[src/hw/rtl/spq_pkg.sv]
// spq_pkg: shared types and constants of the sorted priority queue
// used by spq_ctrl, spq_datapath and sorted_priority_queue_top; no dependencies
`default_nettype none

package spq_pkg;

    localparam int CAPACITY_DEF = 16;
    localparam int VAL_W        = 32;
    localparam int ACT_W        = 2;
    localparam int POS_W        = 4;
    localparam int CNT_W        = 5;

    localparam logic [ACT_W-1:0] ACT_INSERT = 2'd0;
    localparam logic [ACT_W-1:0] ACT_REMOVE = 2'd1;
    localparam logic [ACT_W-1:0] ACT_FIND   = 2'd2;

    // commands from the controller to the datapath
    typedef struct packed {
        logic load;
        logic cmp;
        logic upd;
    } t_cmd;

endpackage

`default_nettype wire

[src/hw/rtl/spq_ctrl.sv]
// spq_ctrl: controller state machine of the sorted priority queue
// sequences load, compare and update; depends on spq_pkg
`default_nettype none

module spq_ctrl (
    input  wire logic          i_clk,
    input  wire logic          i_rst_n,
    input  wire logic          start,
    output logic               busy,
    output spq_pkg::t_cmd      o_cmd
);

    localparam logic [1:0] ST_IDLE = 2'd0;
    localparam logic [1:0] ST_CMP  = 2'd1;
    localparam logic [1:0] ST_UPD  = 2'd2;

    logic [1:0] r_state;
    logic [1:0] n_state;
    logic       accept;

    // the update cycle can overlap the next transaction's accept
    assign busy   = (r_state == ST_CMP);
    assign accept = start && !busy;

    always_comb begin
        n_state = r_state;
        unique case (r_state)
            ST_IDLE: begin
                if (accept) n_state = ST_CMP;
            end
            ST_CMP: begin
                n_state = ST_UPD;
            end
            ST_UPD: begin
                n_state = accept ? ST_CMP : ST_IDLE;
            end
            default: begin
                n_state = ST_IDLE;
            end
        endcase
    end

    always_ff @(posedge i_clk) begin
        if (!i_rst_n) begin
            r_state <= ST_IDLE;
        end else begin
            r_state <= n_state;
        end
    end

    assign o_cmd.load = accept;
    assign o_cmd.cmp  = (r_state == ST_CMP);
    assign o_cmd.upd  = (r_state == ST_UPD);

    a_load_then_cmp: assert property (@(posedge i_clk) disable iff (!i_rst_n)
        o_cmd.load |=> o_cmd.cmp)
        else $error("accepted transaction did not enter compare");

    a_cmp_then_upd: assert property (@(posedge i_clk) disable iff (!i_rst_n)
        o_cmd.cmp |=> o_cmd.upd)
        else $error("compare not followed by update");

    a_phase_excl: assert property (@(posedge i_clk) disable iff (!i_rst_n)
        $onehot0({o_cmd.cmp, o_cmd.upd}))
        else $error("compare and update active together");

endmodule

`default_nettype wire

[src/hw/rtl/spq_datapath.sv]
// spq_datapath: sorted entry store with parallel comparators and a parallel shift
// driven by spq_ctrl commands; depends on spq_pkg
`default_nettype none

module spq_datapath #(
    parameter int CAPACITY = spq_pkg::CAPACITY_DEF
) (
    input  wire logic                             i_clk,
    input  wire logic                             i_rst_n,
    input  spq_pkg::t_cmd                         i_cmd,
    input  wire logic [spq_pkg::ACT_W-1:0]        i_action,
    input  wire logic signed [spq_pkg::VAL_W-1:0] i_item_value,
    output logic                                  o_result_valid,
    output logic                                  o_ok,
    output logic [spq_pkg::POS_W-1:0]             o_position,
    output logic [spq_pkg::CNT_W-1:0]             o_entry_count,
    output logic signed [spq_pkg::VAL_W-1:0]      o_head_value,
    output logic                                  o_head_valid
);

    localparam int IW = $clog2(CAPACITY);
    localparam int CW = $clog2(CAPACITY + 1);

    logic [spq_pkg::ACT_W-1:0]        r_action;
    logic signed [spq_pkg::VAL_W-1:0] r_value;
    logic signed [spq_pkg::VAL_W-1:0] r_entries [CAPACITY];
    logic signed [spq_pkg::VAL_W-1:0] n_entries [CAPACITY];
    logic [CW-1:0]                    r_count;
    logic [CW-1:0]                    n_count;
    logic [CAPACITY-1:0]              r_gt;
    logic [CAPACITY-1:0]              r_eq;

    logic                             r_done;
    logic                             r_ok;
    logic [IW-1:0]                    r_pos;
    logic signed [spq_pkg::VAL_W-1:0] r_head;
    logic                             r_head_valid;

    logic          n_ok;
    logic [IW-1:0] n_pos;
    logic [IW-1:0] ins_at;
    logic [IW-1:0] eq_at;
    logic          eq_hit;
    logic          full;

    always_ff @(posedge i_clk) begin
        if (i_cmd.load) begin
            r_action <= i_action;
            r_value  <= i_item_value;
        end
        // compare stage: every valid entry against the operand
        if (i_cmd.cmp) begin
            for (int i = 0; i < CAPACITY; i++) begin
                r_gt[i] <= (CW'(i) < r_count) && (r_entries[i] > r_value);
                r_eq[i] <= (CW'(i) < r_count) && (r_entries[i] == r_value);
            end
        end
    end

    // entries are kept descending, so the greater-than mask is a prefix
    always_comb begin
        ins_at = '0;
        eq_at  = '0;
        for (int i = CAPACITY - 1; i >= 0; i--) begin
            if (!r_gt[i]) ins_at = IW'(i);
            if (r_eq[i])  eq_at  = IW'(i);
        end
    end

    assign eq_hit = |r_eq;
    assign full   = (r_count == CW'(CAPACITY));

    always_comb begin
        n_entries = r_entries;
        n_count   = r_count;
        n_ok      = 1'b0;
        n_pos     = '0;
        case (r_action)
            spq_pkg::ACT_INSERT: begin
                if (!full) begin
                    for (int i = 1; i < CAPACITY; i++) begin
                        if (IW'(i) > ins_at) n_entries[i] = r_entries[i-1];
                    end
                    n_entries[ins_at] = r_value;
                    n_count = r_count + CW'(1);
                    n_ok    = 1'b1;
                    n_pos   = ins_at;
                end
            end
            spq_pkg::ACT_REMOVE: begin
                if (eq_hit) begin
                    for (int i = 0; i < CAPACITY - 1; i++) begin
                        if (IW'(i) >= eq_at) n_entries[i] = r_entries[i+1];
                    end
                    n_count = r_count - CW'(1);
                    n_ok    = 1'b1;
                    n_pos   = eq_at;
                end
            end
            spq_pkg::ACT_FIND: begin
                if (eq_hit) begin
                    n_ok  = 1'b1;
                    n_pos = eq_at;
                end
            end
            default: begin
            end
        endcase
    end

    always_ff @(posedge i_clk) begin
        if (i_cmd.upd) begin
            r_entries    <= n_entries;
            r_ok         <= n_ok;
            r_pos        <= n_pos;
            r_head       <= (n_count != '0) ? n_entries[0] : '0;
            r_head_valid <= (n_count != '0);
        end
    end

    always_ff @(posedge i_clk) begin
        if (!i_rst_n) begin
            r_count <= '0;
            r_done  <= 1'b0;
        end else begin
            r_done <= i_cmd.upd;
            if (i_cmd.upd) r_count <= n_count;
        end
    end

    assign o_result_valid = r_done;
    assign o_ok           = r_ok;
    assign o_position     = spq_pkg::POS_W'(r_pos);
    assign o_entry_count  = spq_pkg::CNT_W'(r_count);
    assign o_head_value   = r_head;
    assign o_head_valid   = r_head_valid;

    a_count_bound: assert property (@(posedge i_clk) disable iff (!i_rst_n)
        r_count <= CW'(CAPACITY))
        else $error("entry count above capacity");

    a_count_hold: assert property (@(posedge i_clk) disable iff (!i_rst_n)
        !i_cmd.upd |=> $stable(r_count))
        else $error("entry count changed outside update");

    a_head_flag: assert property (@(posedge i_clk) disable iff (!i_rst_n)
        r_done |-> (r_head_valid == (r_count != '0)))
        else $error("head valid disagrees with entry count");

endmodule

`default_nettype wire

[src/hw/rtl/sorted_priority_queue_top.sv]
// sorted_priority_queue_top: descending sorted store with insert, remove and find
// the result strobe follows the compare and update states after a start transaction is accepted
// a new transaction can be accepted in the update state of the last (compare across all entries, then shift)
// the receiver cannot stall; each result is shown for exactly one cycle
// reset clears the entry count, controller state and strobe; entry storage is not cleared
`default_nettype none

module sorted_priority_queue_top #(
    parameter int CAPACITY = spq_pkg::CAPACITY_DEF
) (
    input  wire logic                             i_clk,
    input  wire logic                             i_rst_n,
    input  wire logic                             start,
    output logic                                  busy,
    input  wire logic [spq_pkg::ACT_W-1:0]        i_action,
    input  wire logic signed [spq_pkg::VAL_W-1:0] i_item_value,
    output logic                                  o_result_valid,
    output logic                                  o_ok,
    output logic [spq_pkg::POS_W-1:0]             o_position,
    output logic [spq_pkg::CNT_W-1:0]             o_entry_count,
    output logic signed [spq_pkg::VAL_W-1:0]      o_head_value,
    output logic                                  o_head_valid
);

    spq_pkg::t_cmd cmd;

    spq_ctrl u_ctrl (
        .i_clk   (i_clk),
        .i_rst_n (i_rst_n),
        .start   (start),
        .busy    (busy),
        .o_cmd   (cmd)
    );

    spq_datapath #(
        .CAPACITY (CAPACITY)
    ) u_datapath (
        .i_clk          (i_clk),
        .i_rst_n        (i_rst_n),
        .i_cmd          (cmd),
        .i_action       (i_action),
        .i_item_value   (i_item_value),
        .o_result_valid (o_result_valid),
        .o_ok           (o_ok),
        .o_position     (o_position),
        .o_entry_count  (o_entry_count),
        .o_head_value   (o_head_value),
        .o_head_valid   (o_head_valid)
    );

endmodule

`default_nettype wire

[config.mk]
export PLATFORM = sky130hd
export DESIGN_NAME = sorted_priority_queue_top
export DESIGN_NICKNAME = d
export VERILOG_FILES = /design/src/hw/rtl/spq_pkg.sv /design/src/hw/rtl/spq_ctrl.sv /design/src/hw/rtl/spq_datapath.sv /design/src/hw/rtl/sorted_priority_queue_top.sv
export SDC_FILE = /design/constraint.sdc
export NUM_CORES = 2
export LEC_CHECK = 0
export ABC_AREA = 1
export BUFFER_PORTS_ARGS = -buffer_cell sky130_fd_sc_hd__buf_2
export CAP_MARGIN = 20
export CORE_UTILIZATION = 50
export CTS_CLUSTER_DIAMETER = 200
export CTS_CLUSTER_SIZE = 12
export DETAILED_ROUTE_END_ITERATION = 6
export GPL_ROUTABILITY_DRIVEN = 0
export PLACE_DENSITY = 0.76
export SLEW_MARGIN = 20
export SYNTH_ARGS = -nofsm -noshare
export SYNTH_HDL_FRONTEND = slang
export SYNTH_SLANG_ARGS = --single-unit
[constraint.sdc]
create_clock -name i_clk -period 12.6 [get_ports i_clk]
set_input_delay 3.78 -clock i_clk [delete_from_list [all_inputs] [get_ports i_clk]]
set_output_delay 3.78 -clock i_clk [all_outputs]
set_load 0.05 [all_outputs]
==> flow_summary.json <==
{
  "cp_cell_sequence": "inv_1, nor2_4, buf_2",
  "rows": 113,
  "cts_root_buf": "clkbuf_16",
  "timing.setup.critical_path_class": "reg2out",
  "cts_setup_buffers": 0,
  "fin_worst_skew_ns": 0.0320,
  "clk_latency_ns": 0.67,
  "layout-drive-gt1-share_pct": 5.17,
  "ir_worst_vdd_v": 0.000116,
  "cts_resized": 0,
  "finalSetupViolations": 0,
  "hp-class": "reg2reg",
  "syn_nets": 6822,
  "fin_setup_tns_ns": 0,
  "grt_pass1_wl_um": 256000,
  "async_flop_share_pct": 0,
  "grt_pass1_vias": 44000,
  "layout.nets": 6702,
  "initial_core_util_pct": 50.6,
  "vias_per_cell": 6.27,
  "fmax_ghz": 0.163,
  "p_leak_nw": 22.8,
  "vias": 46700,
  "dp_cells": 7353,
  "synth_top_family_by_area": "simple AND/OR/NAND/NOR gates",
  "rsz0062_at_grt": "no",
  "cp.arrival_ns": 2.37,
  "crit_path_max_fanout": 34,
  "cp_top_family": "simple AND/OR/NAND/NOR gates",
  "ys.warnings.count": 0,
  "synth_compound_area_share_pct": 14.7,
  "numCtsBuffers": 57,
  "max-slew-margin-rel_pct": 26.1,
  "path_clk_slew_ns": 0.06,
  "slew_violations": 0,
  "drt_pass1_iterations": 6,
  "tightestPinTransition_ns": 1.11,
  "antenna_found_initial": 8,
  "stdcell_count": 7440,
  "die_area_um2": 97600,
  "cpMaxStageDelayCell": "nor2_4",
  "portBuffers": 81,
  "synth_cells": 6267,
  "cap_violations": 0,
  "drc_errors": 0,
  "hold_buffers": 0,
  "ys_types": 57,
  "hpwl_um": 115000,
  "p_per_area_nw_per_um2": 95.1,
  "cts.sinks": 624,
  "cts_tree": "built",
  "overflow": 0,
  "max_stage_delay_ns": 0.81,
  "cp.required_ns": 8.82,
  "synthMuxAreaShare_pct": 0.145,
  "cts_max_path_buffers": 3,
  "synth-main-ff-cell": "edfxtp_1",
  "final_antenna_net_count": 0,
  "worstSetupStartpointType": "flip-flop",
  "cp_num_buf_inv": 2,
  "finalCriticalPeriod_ns": 6.15,
  "htreeDepth": 2,
  "wl_per_cell_um": 22.7,
  "synth_xor_xnor_area_share_pct": 0.218,
  "status": "complete, no violations",
  "hold_viol": 0,
  "yosys.area_share.adder_pct": 13.4,
  "io_pins": 82,
  "fin_crit_sh_pct": 48.8,
  "synth_edf_count": 616,
  "fillers": 8814,
  "yosys.area_share.simple_pct": 25.5,
  "cp-end-kind": "output port",
  "die_w_um": 312,
  "synth_seq_cells": 624,
  "drt_wl_total_um": 169000,
  "grt_max_degree": 137,
  "grt_use_total_pct": 33.7,
  "syn_to_final_growth_pct": 6.18,
  "synth.yosys.seq_area_share_pct": 38.7,
  "drt_iter0_drc": 5890,
  "core_area_um2": 95300,
  "die_y_um": 312,
  "syn_area_per_cell_um2": 7.69,
  "syn_area_um2": 48200
}
## final timing paths
path                 startpoint                  endpoint  slack (ns)  depth (start not counted)
max           u_ctrl.r_state[0]                      busy        6.45                          3
min reg2reg   u_ctrl.r_state[0]         u_ctrl.r_state[0]        0.52                          1
max reg2reg  u_datapath.r_gt[5]  u_datapath.r_entries[71]        7.58                         13
min           u_ctrl.r_state[0]         u_ctrl.r_state[0]        0.52                          1
## synth_stat cells (3+ instances only)
master / number / share of area (%)
o221ai_1: 10 / 0.18
nor2_2: 7 / 0.091
dfxtp_1: 8 / 0.33
nand3b_1: 32 / 0.50
o31ai_1: 11 / 0.17
or2_2: 10 / 0.13
o21a_1: 5 / 0.078
nor2_1: 232 / 1.8
buf_4: 7 / 0.11
clkbuf_1: 241 / 1.9
o21ai_0: 498 / 5.2
buf_2: 85 / 0.88
buf_1: 18 / 0.14
edfxtp_1: 616 / 38
a211oi_1: 9 / 0.14
nand3_1: 445 / 4.6
nor3b_1: 5 / 0.078
nand4_1: 109 / 1.4
a31oi_1: 14 / 0.18
nand2_1: 2020 / 16
nor4_1: 21 / 0.27
a221oi_1: 3 / 0.055
a21oi_1: 360 / 3.7
nor2_4: 6 / 0.14
o22ai_1: 11 / 0.14
nand2_2: 8 / 0.10
xor2_1: 12 / 0.22
o211ai_1: 183 / 2.9
inv_1: 520 / 4.0
nor3_1: 37 / 0.38
o21bai_1: 4 / 0.062
mux2i_1: 7 / 0.15
inv_2: 24 / 0.19
o2111ai_1: 24 / 0.44
ha_1: 518 / 13
o21ai_1: 118 / 1.2
## cell families after synthesis
logic type / after synthesis
adders and majority gates: 518
muxes: 7
buffers and inverters: 897
and+or+nand+nor: 2943
AOI/OAI and AO/OA: 1266
DFF: 624
xor gates and xnor gates: 12
## layer usage
| metal | track usage (%) | vias to the layer above | share of wire, % |
|---|---|---|---|
| met5 | 0 | - | 0.037 |
| met4 | 22.8 | 8 | 7.8 |
| met3 | 7.88 | 681 | 12 |
| met2 | 52.2 | 2902 | 44 |
| met1 | 41.6 | 21700 | 36 |
| li1 | - | 21400 | - |
## final cells by class
| cell class | count | area (um^2) | share of cell area, % |
|---|---|---|---|
| diodes | 1 | 2.50 | 0.00489 |
| clock buffers | 84 | 1550 | 3.03 |
| clock inverters | 2 | 36.3 | 0.0709 |
| inverters | 546 | 2060 | 4.02 |
| multi-input cells | 4746 | 26200 | 51.2 |
| flip-flops and latches | 624 | 18700 | 36.5 |
| well taps | 1265 | 1580 | 3.09 |
| repair buffers | 172 | 1100 | 2.14 |
## layout by cell type (no fill, tap or decap), drive strengths merged, types with 2 or more instances in the layout
| master | Yosys | layout |
|---|---|---|
| a221oi | 3 | 3 |
| or2 | 11 | 11 |
| a21boi | 2 | 2 |
| o21bai | 4 | 4 |
| inv | 544 | 546 |
| nor4 | 21 | 21 |
| clkinv | 2 | 2 |
| o22ai | 11 | 11 |
| a2111oi | 2 | 2 |
| buf | 110 | 172 |
| nand4 | 109 | 109 |
| clkbuf | 241 | 84 |
| a21oi | 361 | 361 |
| nand3b | 32 | 32 |
| o311ai | 2 | 2 |
| ha | 518 | 518 |
| nand3 | 447 | 447 |
| a31oi | 14 | 14 |
| edfxtp | 616 | 616 |
| o211ai | 183 | 183 |
| o31ai | 12 | 12 |
| o21a | 5 | 5 |
| o221ai | 10 | 10 |
| nor2 | 246 | 246 |
| nor3 | 38 | 38 |
| a211o | 2 | 2 |
| o21ai | 616 | 616 |
| mux2i | 7 | 7 |
| o2111ai | 24 | 24 |
| nand2 | 2030 | 2030 |
| a211oi | 9 | 9 |
| a31o | 2 | 2 |
| or3 | 2 | 2 |
| dfxtp | 8 | 8 |
| xor2 | 12 | 12 |
| nor3b | 5 | 5 |
## power by group
part | switching (mW) | internal (mW) | leakage (nW)
Combinational | 0.549 | 0.229 | 16.3
Clock | 0.833 | 0.841 | 0.762
Sequential | 0.0667 | 2.35 | 5.76
## worst reg2reg max path: cells and delay by family, from the launching register on
| kind | cells | cell delay (ns) |
|---|---|---|
| buffers and inverters | 3 | 1.41 |
| flip-flops | 1 | 0.37 |
| AND/OR/NAND/NOR | 10 | 3.02 |
## registers in the layout, summed over array words and instances (netlist names)
name and count:
u_datapath.r_entries 512, u_datapath.o_head_value 32, u_datapath.r_value 32, u_datapath.r_eq 16, u_datapath.r_gt 16, u_datapath.o_entry_count 5, u_datapath.o_position 4, u_ctrl.r_state 2
u_datapath.r_action 2, u_datapath.o_head_valid 1, u_datapath.o_ok 1, u_datapath.o_result_valid 1
## stage by stage
stage	hold slack (ns)	total power, mW	setup slack (ns)	instance area (um^2)	util, %
final	0.518	4.87	6.45	51200	53.7
after global routing	0.536	5.00	6.40	51200	53.7
after CTS	0.521	4.83	6.45	51200	53.7
after detailed placement	0.512	3.20	7.14	49600	52.0
after global placement	0.515	3.18	7.15	49600	52.0
after floorplan	0.422	2.94	3.42	48200	-
(Power assumes the default switching activity.)
